[src/sv/bsk_pkg.sv]
// Shared types and constants for the bounded key stack.
`default_nettype none

package bsk_pkg;

   // Widths of the word fields as seen on the channels
   localparam int FIELD_KEY_BITS  = 64;
   localparam int FILL_BITS       = 4;

   typedef enum logic [1:0] {
      ACT_PUSH   = 2'd0,
      ACT_POP    = 2'd1,
      ACT_REMOVE = 2'd2,
      ACT_SEARCH = 2'd3
   } action_type;

   typedef enum logic [1:0] {
      ST_OK      = 2'd0,
      ST_FULL    = 2'd1,
      ST_EMPTY   = 2'd2,
      ST_MISSING = 2'd3
   } status_type;

   // Per-cycle control broadcast to every cell
   typedef struct packed {
      logic push_ok;
      logic remove_hit;
   } cell_ctrl_type;

endpackage

`default_nettype wire

[src/sv/bsk_if.sv]
// Request and response channel interfaces for the bounded key stack.
`default_nettype none

interface bsk_req_if;
   import bsk_pkg::*;

   logic                      valid;
   logic                      ready;
   action_type                action;
   logic [FIELD_KEY_BITS-1:0] key;

   modport source (output valid, output action, output key, input ready);
   modport sink   (input valid, input action, input key, output ready);
endinterface

interface bsk_rsp_if;
   import bsk_pkg::*;

   logic                      valid;
   logic                      ready;
   status_type                status;
   logic [FIELD_KEY_BITS-1:0] out_key;
   logic                      found;
   logic [FILL_BITS-1:0]      fill_count;
   logic [FIELD_KEY_BITS-1:0] top_key;
   logic                      is_empty;

   modport source (output valid, output status, output out_key, output found,
                   output fill_count, output top_key, output is_empty, input ready);
   modport sink   (input valid, input status, input out_key, input found,
                   input fill_count, input top_key, input is_empty, output ready);
endinterface

`default_nettype wire

[src/sv/bounded_stack_with_key_removal.sv]
// Top level of the bounded LIFO key stack with push, pop, remove and search.
`default_nettype none

// A LIFO of DEPTH keys, KEY_BITS wide, built as a row of cells, one per slot.
// Each request word carries one action (push, pop, remove topmost match,
// search) and yields exactly one response word in the cycle after it is taken.
// Every action is resolved combinationally: all cells compare their key with
// the request key at once, a hit flag ripples from the top cell to the bottom
// one to find the topmost match, and the cells above the removed slot shift
// down in the same edge. The ripple through DEPTH cells sets the clock period.
// A new request is taken in every cycle in which the response register is
// empty or being drained, so one word per cycle is sustained. Slot contents
// are not cleared by reset; only slots below the fill count are ever read.
// Keys are cut to KEY_BITS; fill_count reports the low four count bits.
module bounded_stack_with_key_removal #(
   parameter int DEPTH    = 8,
   parameter int KEY_BITS = 64
) (
   input wire         clock,
   input wire         reset,
   bsk_req_if.sink    req_bus,
   bsk_rsp_if.source  rsp_bus
);
   import bsk_pkg::*;

   localparam int CNT_BITS = $clog2(DEPTH + 1);

   // ------------------------------------------------------------------
   // State
   // ------------------------------------------------------------------
   logic [CNT_BITS-1:0]       count_ff, count_in;
   logic [KEY_BITS-1:0]       top_ff, top_in;
   logic                      rsp_valid_ff, rsp_valid_in;
   status_type                status_ff, status_in;
   logic [FIELD_KEY_BITS-1:0] out_key_ff, out_key_in;
   logic                      found_ff, found_in;
   logic [FILL_BITS-1:0]      fill_ff, fill_in;
   logic [FIELD_KEY_BITS-1:0] top_key_ff, top_key_in;
   logic                      empty_ff, empty_in;

   logic                      accept;
   logic [KEY_BITS-1:0]       key_m;
   logic                      full;
   logic                      empty;
   logic                      hit;
   cell_ctrl_type             ctrl;

   logic [KEY_BITS-1:0]       entry_q    [DEPTH];
   logic [KEY_BITS-1:0]       entry_next [DEPTH];
   logic [DEPTH:0]            above;
   logic [KEY_BITS-1:0]       top_sel;
   logic [CNT_BITS+FILL_BITS-1:0] fill_wide;

   // Take a word whenever the response slot is free or draining
   assign req_bus.ready = !rsp_valid_ff || rsp_bus.ready;
   assign accept        = req_bus.valid && req_bus.ready;

   assign key_m = req_bus.key[KEY_BITS-1:0];
   assign full  = count_ff == CNT_BITS'(DEPTH);
   assign empty = count_ff == '0;

   // Hit flag enters above the top cell and ripples down to slot 0
   assign above[DEPTH] = 1'b0;
   assign hit          = above[0];

   // Broadcast control, qualified by the handshake
   always_comb begin
      ctrl.push_ok    = accept && (req_bus.action == ACT_PUSH) && !full;
      ctrl.remove_hit = accept && (req_bus.action == ACT_REMOVE) && hit;
   end

   // ------------------------------------------------------------------
   // Cell row
   // ------------------------------------------------------------------
   for (genvar i = 0; i < DEPTH; i++) begin : g_cell
      logic [KEY_BITS-1:0] up_key;

      if (i == DEPTH - 1) begin : g_top
         assign up_key = entry_q[i];
      end else begin : g_mid
         assign up_key = entry_q[i + 1];
      end

      bsk_cell #(
         .KEY_BITS (KEY_BITS),
         .CNT_BITS (CNT_BITS),
         .INDEX    (i)
      ) u_cell (
         .clock      (clock),
         .ctrl       (ctrl),
         .count      (count_ff),
         .key        (key_m),
         .up_key     (up_key),
         .above_hit  (above[i + 1]),
         .chain_hit  (above[i]),
         .entry_q    (entry_q[i]),
         .entry_next (entry_next[i])
      );
   end

   // ------------------------------------------------------------------
   // Action decode and next count
   // ------------------------------------------------------------------
   always_comb begin
      count_in  = count_ff;
      status_in = ST_OK;
      out_key_in = '0;
      found_in  = 1'b0;
      case (req_bus.action)
         ACT_PUSH: begin
            if (full) begin
               status_in = ST_FULL;
            end else begin
               count_in = count_ff + CNT_BITS'(1);
            end
         end
         ACT_POP: begin
            if (empty) begin
               status_in = ST_EMPTY;
            end else begin
               count_in = count_ff - CNT_BITS'(1);
               out_key_in[KEY_BITS-1:0] = top_ff;
            end
         end
         ACT_REMOVE: begin
            if (empty) begin
               status_in = ST_EMPTY;
            end else if (!hit) begin
               status_in = ST_MISSING;
            end else begin
               found_in = 1'b1;
               count_in = count_ff - CNT_BITS'(1);
            end
         end
         ACT_SEARCH: begin
            if (empty) begin
               status_in = ST_EMPTY;
            end else if (!hit) begin
               status_in = ST_MISSING;
            end else begin
               found_in = 1'b1;
            end
         end
         default: begin
            status_in = ST_OK;
         end
      endcase
   end

   // Pick the new top slot from the cells' next contents (zero when empty)
   always_comb begin
      top_sel = '0;
      for (int i = 0; i < DEPTH; i++) begin
         if (count_in == CNT_BITS'(i + 1)) begin
            top_sel = entry_next[i];
         end
      end
   end

   always_comb begin
      top_in = top_ff;
      rsp_valid_in = rsp_valid_ff && !rsp_bus.ready;
      fill_wide = '0;
      fill_wide[CNT_BITS-1:0] = count_in;
      fill_in = fill_wide[FILL_BITS-1:0];
      top_key_in = '0;
      top_key_in[KEY_BITS-1:0] = top_sel;
      empty_in = count_in == '0;
      if (accept) begin
         top_in       = top_sel;
         rsp_valid_in = 1'b1;
      end
   end

   // ------------------------------------------------------------------
   // Registers
   // ------------------------------------------------------------------
   always_ff @(posedge clock) begin
      if (reset) begin
         count_ff     <= '0;
         top_ff       <= '0;
         rsp_valid_ff <= 1'b0;
      end else begin
         rsp_valid_ff <= rsp_valid_in;
         top_ff       <= top_in;
         if (accept) begin
            count_ff <= count_in;
         end
      end
   end

   // Hold the response word until taken; load only on a new request
   always_ff @(posedge clock) begin
      if (accept) begin
         status_ff  <= status_in;
         out_key_ff <= out_key_in;
         found_ff   <= found_in;
         fill_ff    <= fill_in;
         top_key_ff <= top_key_in;
         empty_ff   <= empty_in;
      end
   end

   assign rsp_bus.valid      = rsp_valid_ff;
   assign rsp_bus.status     = status_ff;
   assign rsp_bus.out_key    = out_key_ff;
   assign rsp_bus.found      = found_ff;
   assign rsp_bus.fill_count = fill_ff;
   assign rsp_bus.top_key    = top_key_ff;
   assign rsp_bus.is_empty   = empty_ff;

`ifndef NO_ASSERTIONS
   a_count_bound: assert property (@(posedge clock) disable iff (reset)
      count_ff <= CNT_BITS'(DEPTH))
      else $error("fill count beyond depth");

   a_empty_flag: assert property (@(posedge clock) disable iff (reset)
      rsp_valid_ff |-> (empty_ff == (count_ff == '0)))
      else $error("empty flag disagrees with fill count");

   a_full_push: assert property (@(posedge clock) disable iff (reset)
      (accept && (req_bus.action == ACT_PUSH) && full) |=> $stable(count_ff))
      else $error("refused push changed the fill count");

   a_remove_dec: assert property (@(posedge clock) disable iff (reset)
      ctrl.remove_hit |=> (count_ff == $past(count_ff) - CNT_BITS'(1)))
      else $error("remove hit did not drop one entry");
`endif

endmodule

`default_nettype wire

[src/sv/bsk_cell.sv]
// One stack slot: holds a key, compares it, and shifts down on removal.
`default_nettype none

module bsk_cell #(
   parameter int KEY_BITS = 64,
   parameter int CNT_BITS = 4,
   parameter int INDEX    = 0
) (
   input  wire                        clock,
   input  wire bsk_pkg::cell_ctrl_type ctrl,
   input  wire  [CNT_BITS-1:0]        count,
   input  wire  [KEY_BITS-1:0]        key,
   input  wire  [KEY_BITS-1:0]        up_key,
   input  wire                        above_hit,
   output logic                       chain_hit,
   output logic [KEY_BITS-1:0]        entry_q,
   output logic [KEY_BITS-1:0]        entry_next
);
   import bsk_pkg::*;

   logic [KEY_BITS-1:0] entry_ff;
   logic [KEY_BITS-1:0] entry_in;
   logic                in_range;
   logic                match;

   assign in_range  = count > CNT_BITS'(INDEX);
   assign match     = in_range && (entry_ff == key);
   assign chain_hit = above_hit | match;

   always_comb begin
      entry_in = entry_ff;
      if (ctrl.push_ok && (count == CNT_BITS'(INDEX))) begin
         entry_in = key;
      end else if (ctrl.remove_hit && !above_hit) begin
         // at or above the removed slot: take the neighbor's key
         entry_in = up_key;
      end
   end

   always_ff @(posedge clock) begin
      entry_ff <= entry_in;
   end

   assign entry_q    = entry_ff;
   assign entry_next = entry_in;

endmodule

`default_nettype wire

[src/flat_wrapper.sv]
// flat-port wrapper written by rule: the top's interface ports become plain ports
module bounded_stack_with_key_removal_flat import bsk_pkg::*;
#(
   parameter int DEPTH    = 8,
   parameter int KEY_BITS = 64
)
  (clock, reset, req_bus_valid, req_bus_action, req_bus_key, req_bus_ready, rsp_bus_valid, rsp_bus_status, rsp_bus_out_key, rsp_bus_found, rsp_bus_fill_count, rsp_bus_top_key, rsp_bus_is_empty, rsp_bus_ready);
  bsk_req_if req_bus_i ();
  bsk_rsp_if rsp_bus_i ();
  input wire clock;
  input wire reset;
  input wire logic [$bits(req_bus_i.valid)-1:0] req_bus_valid;
  input wire logic [$bits(req_bus_i.action)-1:0] req_bus_action;
  input wire logic [$bits(req_bus_i.key)-1:0] req_bus_key;
  output wire logic [$bits(req_bus_i.ready)-1:0] req_bus_ready;
  output wire logic [$bits(rsp_bus_i.valid)-1:0] rsp_bus_valid;
  output wire logic [$bits(rsp_bus_i.status)-1:0] rsp_bus_status;
  output wire logic [$bits(rsp_bus_i.out_key)-1:0] rsp_bus_out_key;
  output wire logic [$bits(rsp_bus_i.found)-1:0] rsp_bus_found;
  output wire logic [$bits(rsp_bus_i.fill_count)-1:0] rsp_bus_fill_count;
  output wire logic [$bits(rsp_bus_i.top_key)-1:0] rsp_bus_top_key;
  output wire logic [$bits(rsp_bus_i.is_empty)-1:0] rsp_bus_is_empty;
  input wire logic [$bits(rsp_bus_i.ready)-1:0] rsp_bus_ready;
  assign req_bus_i.valid = req_bus_valid;
  assign req_bus_i.action = req_bus_action;
  assign req_bus_i.key = req_bus_key;
  assign req_bus_ready = req_bus_i.ready;
  assign rsp_bus_valid = rsp_bus_i.valid;
  assign rsp_bus_status = rsp_bus_i.status;
  assign rsp_bus_out_key = rsp_bus_i.out_key;
  assign rsp_bus_found = rsp_bus_i.found;
  assign rsp_bus_fill_count = rsp_bus_i.fill_count;
  assign rsp_bus_top_key = rsp_bus_i.top_key;
  assign rsp_bus_is_empty = rsp_bus_i.is_empty;
  assign rsp_bus_i.ready = rsp_bus_ready;
  bounded_stack_with_key_removal #(.DEPTH(DEPTH), .KEY_BITS(KEY_BITS)) u_core (.clock(clock), .reset(reset), .req_bus(req_bus_i), .rsp_bus(rsp_bus_i));
endmodule
[config.mk]
export PLATFORM = sky130hd
export DESIGN_NAME = bounded_stack_with_key_removal_flat
export DESIGN_NICKNAME = d
export VERILOG_FILES = /design/src/sv/bsk_pkg.sv /design/src/sv/bsk_if.sv /design/src/sv/bounded_stack_with_key_removal.sv /design/src/sv/bsk_cell.sv /design/src/flat_wrapper.sv
export SDC_FILE = /design/constraint.sdc
export NUM_CORES = 2
export LEC_CHECK = 0
export ABC_AREA = 1
export BUFFER_PORTS_ARGS = -buffer_cell sky130_fd_sc_hd__buf_2
export CAP_MARGIN = 5
export CORE_MARGIN = 5
export CORE_UTILIZATION = 50
export CTS_CLUSTER_DIAMETER = 60
export DETAILED_ROUTE_END_ITERATION = 8
export GPL_ROUTABILITY_DRIVEN = 0
export PLACE_DENSITY_LB_ADDON = 0.12
export RECOVER_POWER = 50
export SKIP_CTS_REPAIR_TIMING = 1
export SYNTH_ARGS = -nofsm -noshare
export SYNTH_HDL_FRONTEND = slang
export SYNTH_HIERARCHICAL = 1
export SYNTH_SLANG_ARGS = --single-unit
export TNS_END_PERCENT = 100
[constraint.sdc]
create_clock -name clock -period 7.7 [get_ports clock]
set_clock_uncertainty 0.1 [all_clocks]
set_input_delay 0.385 -clock clock [delete_from_list [all_inputs] [get_ports clock]]
set_output_delay 0.385 -clock clock [all_outputs]
set_load 0.03 [all_outputs]
# Word-level counts from Yosys, hierarchy flattened

Cells that the tools add are included.

Bits of input ports: 70
Register bits: 717
Output and inout port bits: 138
Logic and storage cells: 144

Reductions and logical operators: 46
Bitwise logic cells: 9
$add $sub $neg: 2
Order comparisons: 8
Multiplexer cells: 35
Equal/unequal tests: 27

Operators with widths:

| kind                  | count |
|---|---|
| $mux W64              | 23 |
| $eq A64 B64 Y1        | 8 |
| $eq A4 B3 Y1 const B  | 8 |
| $logic_and A1 B1 Y1   | 29 |
| $eq A4 B2 Y1 const B  | 4 |
| $gt A4 B3 Y1 const B  | 4 |
| $mux W4               | 4 |
| $pmux W4 S3           | 1 |
| $logic_not A1 Y1      | 10 |
| $eq A4 B1 Y1 const B  | 2 |
| $eq A4 B4 Y1 const B  | 2 |
| $gt A4 B1 Y1 const B  | 2 |
| $gt A4 B2 Y1 const B  | 2 |
| $logic_not A4 Y1      | 2 |
| $or A1 B1 Y1          | 7 |
| $mux W2               | 3 |
| $pmux W2 S3           | 1 |
| $reduce_or A2 Y1      | 3 |
| $add A4 B1 Y4 const B | 1 |
| $eq A2 B2 Y1 const B  | 2 |
| $sub A4 B1 Y4 const B | 1 |
| $mux W1               | 3 |
| $eq A2 B1 Y1 const B  | 1 |
| $logic_not A2 Y1      | 1 |
| 2 further kinds       | 3 |

# Depth between registers and ports, before layout

Depth in word-level cells: 21
Mapped depth: 49
Depth with buffers taken out: 41

# By module

Netlist, hierarchy kept.

Modules (own cells, without submodules):

| module                              | area an instance (µm²) | times used | cells an instance | sequential area each (µm²) |
|---|---|---|---|---|
| bounded_stack_with_key_removal      | 12577.1                | 1          | 1720              | 5465.2 |
| bsk_cell at u_core.g_cell[3].u_cell | 4031.4                 | 1          | 628               | 1281.2 |
| bsk_cell at u_core.g_cell[1].u_cell | 3993.8                 | 1          | 564               | 1281.2 |
| bsk_cell at u_core.g_cell[0].u_cell | 3946.3                 | 1          | 579               | 1281.2 |
| bsk_cell at u_core.g_cell[7].u_cell | 3891.2                 | 1          | 622               | 1281.2 |
| bsk_cell at u_core.g_cell[5].u_cell | 3831.2                 | 1          | 580               | 1281.2 |
| bsk_cell at u_core.g_cell[4].u_cell | 3801.1                 | 1          | 556               | 1281.2 |
| bsk_cell at u_core.g_cell[6].u_cell | 3743.6                 | 1          | 572               | 1281.2 |
| bsk_cell at u_core.g_cell[2].u_cell | 3728.6                 | 1          | 552               | 1281.2 |

# Least setup slack after synthesis

No wires, ideal clock.

Path kind: register to register
From: register u_core.count_ff[3]
To: register u_core.top_ff[0]
Clock period less this slack: 6.547 ns
Library setup time: 0.327 ns
Slack: 1.153 ns
Data required time: 7.273 ns
Path buffers: 10
Arrival time: 6.120 ns
Cell stages (with the launch flop): 41
Path through: dfxtp_1 > nand2_1 > nor2_1 > nand2_1 > nor2_1 > nand2_1 > nor2_1 > nand3_1 > nand2_1 > inv_2 > clkbuf_1 > nand2_1 > inv_2 > clkbuf_1 > nand2_1 > inv_2 > buf_2 > nand2_1 > (+5 left out) > nand2_1 > inv_2 > clkbuf_1 > nand2_1 > inv_2 > clkbuf_1 > nand2_1 > inv_1 > nor3_1 > buf_4 > nand2_2 > buf_6 > buf_6 > o211ai_1 > o21ai_1 > or2_2 > nand2_1 > a21oi_1

RTL lines:

| what                     | RTL line                              | text |
|---|---|---|
| start: declaration       | bounded_stack_with_key_removal.sv:31  | `logic [CNT_BITS-1:0] count_ff, count_in;` |
| start signal: assignment | bounded_stack_with_key_removal.sv:187 | `count_ff <= count_in;` |
| end signal: assignment   | bounded_stack_with_key_removal.sv:185 | `top_ff <= top_in;` |
| end: declaration         | bounded_stack_with_key_removal.sv:32  | `logic [KEY_BITS-1:0] top_ff, top_in;` |

==> qor.yml <==
status:
  status: "complete, but fails checks"
  violations: "capacitance limit, slew limit"
sta:
  tightest_slew_ns: 3.643
  min_period_ns: 6.761
  rsz0062_at_grt: "no"
  period_share_pct: 87.81
  setup_violations: 0
  maxSlewViolCount: 269
  max_freq_ghz: 0.1479
  hold_viol: 0
  whs_ns: 0.06508
  relSlewSlack_pct: -142.8
  setup_tns_ns: 0
detailed_routing:
  drtPass1Iterations: 7
  vias_per_cell: 5.617
  initialDrtViolationCount: 4135
  vias: 42740
  wl_per_cell_microns: 20.34
  ant_nets: 0
  wl_microns: 154700
  drc: 0
logic_synthesis:
  avgSynthCellArea_sq_um: 6.833
  netlist_area_sq_um: 43540
  yosysWarnings: 6
  ys_seq_area_share_pct: 36.09
  synth.distinct_cells: 44
  synth-seq-cells: 717
  synthesis.nets: 6445
  synth_cells: 6373
clocking:
  clk_latency_ns: 0.65
  path_clk_slew_ns: 0.06
  cts_buffer_depth: 3
  cts.sinks: 717
  htree_levels: 3
  cts_tree: "yes"
  clockRootBuffer: "clkbuf_16"
  cts_made_buffers: 82
finish:
  layout_commonest_cell: "nand2_1"
  num-nets-final: 6455
  n_fill_cell: 8574
  register_area_sq_um: 15720
  drive_gt1_share_pct: 8.462
  multi_input_area_sq_um: 22500
  final_cell_mix: "1811 x nand2_1, 756 x inv_1, 712 x nor2_1"
  area_growth_syn_to_layout_pct: 8.462
floorplan:
  ioPinCount: 208
  dieArea_sq_um: 93090
  die_x_microns: 305.1
  num_rows: 108
  dieHeight_microns: 305.1
  initial_utilization_pct: 50.27
  core_area_sq_um: 86620
setup_path:
  worstPathRequired_ns: 8.00
  setup.worst_path.start_class: "primary input"
  end_kind: "flop"
  cp_max_fo: 60
  crit_arrival_ns: 7.06
  criticalPathCategory: "primary input to flop"
global_route:
  grt_pass1_wl_microns: 233100
  antenna_found_initial: 3
  grtUsageTotal_pct: 31.72
  grt_max_degree: 138
  first_global_vias: 40360
  grt_overflow: 0
power:
  peakVddDrop_mv: 0.1813
  p_leak_nw: 22.87
  power_density_nw_per_um2: 318.6
run:
  maxCapViolations: 4
placement:
  port_buffers: 207
  hpwl_microns: 110500
worst_hold_path:
  hold_class: "primary input to flop"
-- through the flow --
step	util (%)	instance area [sq um]	worst slack (ns)	power, mW	instances
after global placement	51.52	44630	1.307	10.76	7452
after CTS	54.83	47490	1.522	15.08	7605
after global routing	54.52	47220	0.5721	15.90	7607
after detailed placement	51.52	44630	1.288	10.85	7452
final	54.53	47230	0.9386	15.05	7609
after floorplan	-	43540	1.153	9.248	6373
-- final timing paths --
kind / start / to / slack, ns / cells past startpoint
max: req_bus_valid / u_core/rsp_bus.top_key[27] / 0.94 / 17
min: req_bus_key[55] / u_core/g_cell[7].u_cell/entry_q[55] / 0.07 / 3
max reg2reg: u_core/rsp_bus.valid / u_core/rsp_bus.top_key[27] / 0.95 / 16
min reg2reg: u_core/g_cell[0].u_cell/entry_q[33] / u_core/g_cell[0].u_cell/entry_q[33] / 0.42 / 2
-- sequential cells by signal (all words and copies together) (netlist names) --
register / cells
u_core/g_cell.u_cell/entry_q: 512
u_core/rsp_bus.out_key: 64
u_core/rsp_bus.top_key: 64
u_core/top_ff: 64
u_core/count_ff: 4
u_core/rsp_bus.fill_count: 4
u_core/rsp_bus.status: 2
u_core/rsp_bus.found: 1
u_core/rsp_bus.is_empty: 1
u_core/rsp_bus.valid: 1
-- worst max-delay path, cell delays in order --
cell and delay [ns]:
dlygate4sd3_1 0.54, buf_2 0.13, nand2_1 0.12, clkbuf_1 2.57, nor3_2 0.47, clkbuf_1 0.41, nand2_1 0.70, buf_12 0.30
nand2_1 0.07, o211ai_1 0.09, o21ai_0 0.15, nand4_1 0.13, nand3_1 0.16, nor2_1 0.27, nand4_1 0.25, nand2_1 0.21
inv_1 0.05
-- logic make-up (layout without fill, tap and decap cells) --
family | Yosys count | count (layout) | synth area share [%]
and+or+nand+nor | 3300 | 3300 | 31.90
adders and majority gates | 2 | 2 | 0.05746
DFF | 717 | 717 | 36.09
xor gates and xnor gates | 228 | 228 | 4.586
AOI/OAI and AO/OA | 959 | 959 | 15.13
buffers and inverters | 1166 | 1245 | 12.23
other | 1 | 3 | 0.008612
-- final cells by class --
cell class	instances	area share (%)
Timing Repair Buffer	296	3.614
Inverter	796	6.348
Clock buffer	99	4.673
Sequential cell	717	33.27
Antenna cell	2	0.01060
Tap cell	1155	3.060
Multi-Input combinational cell	4490	47.63
Clock inverter	54	1.391
-- power by group --
group          switching, mW  internal (mW)
sequential             0.932           4.94
combinational           3.21           1.73
clock                   1.73           2.49
-- metal layers --
metal | part of all wire [%] | global-route usage (%) | up-vias | wire (microns)
met5 | 0 | 0 | - | 0
li1 | - | - | 20720 | -
met2 | 49 | 55.60 | 1592 | 75280
met4 | 7.2 | 19.70 | 0 | 11170
met1 | 38 | 36.86 | 20000 | 59220
met3 | 5.9 | 4.055 | 429 | 9076
-- synth_stat cells --
cell type,number,area share [%]
nand2_1,1805,16
inv_1,754,6.5
nor2_1,713,6.1
dfxtp_1,581,27
nand3_1,447,5.1
a31oi_1,227,3.3
nand4_1,220,3.2
o21ai_1,197,2.3
buf_2,160,1.8
xnor2_1,160,3.2
o211ai_1,149,2.6
edfxtp_1,136,9.4
a21oi_1,131,1.5
o211ai_2,120,3.4
clkbuf_1,91,0.78
o21ai_0,83,0.95
buf_6,81,2.1
xor2_1,68,1.4
inv_2,41,0.35
or2_0,32,0.46
buf_4,30,0.52
o21ai_2,23,0.46
nor2_2,18,0.26
or2_1,15,0.22
or2_2,14,0.20
a31oi_2,13,0.37
nand2_2,12,0.17
a21oi_2,10,0.20
nand2_4,8,0.21
buf_1,6,0.052
o22ai_1,5,0.072
nand3_2,4,0.092
nor3_1,4,0.046
nand4_2,3,0.086
ha_1,2,0.057
nor2_4,2,0.052
buf_12,1,0.046
buf_8,1,0.034
clkinv_1,1,0.0086
conb_1,1,0.0086
nor2_8,1,0.046
nor3_2,1,0.023
nor3_4,1,0.037
o21bai_1,1,0.017
Note: power is estimated with default switching activity, not from simulation.
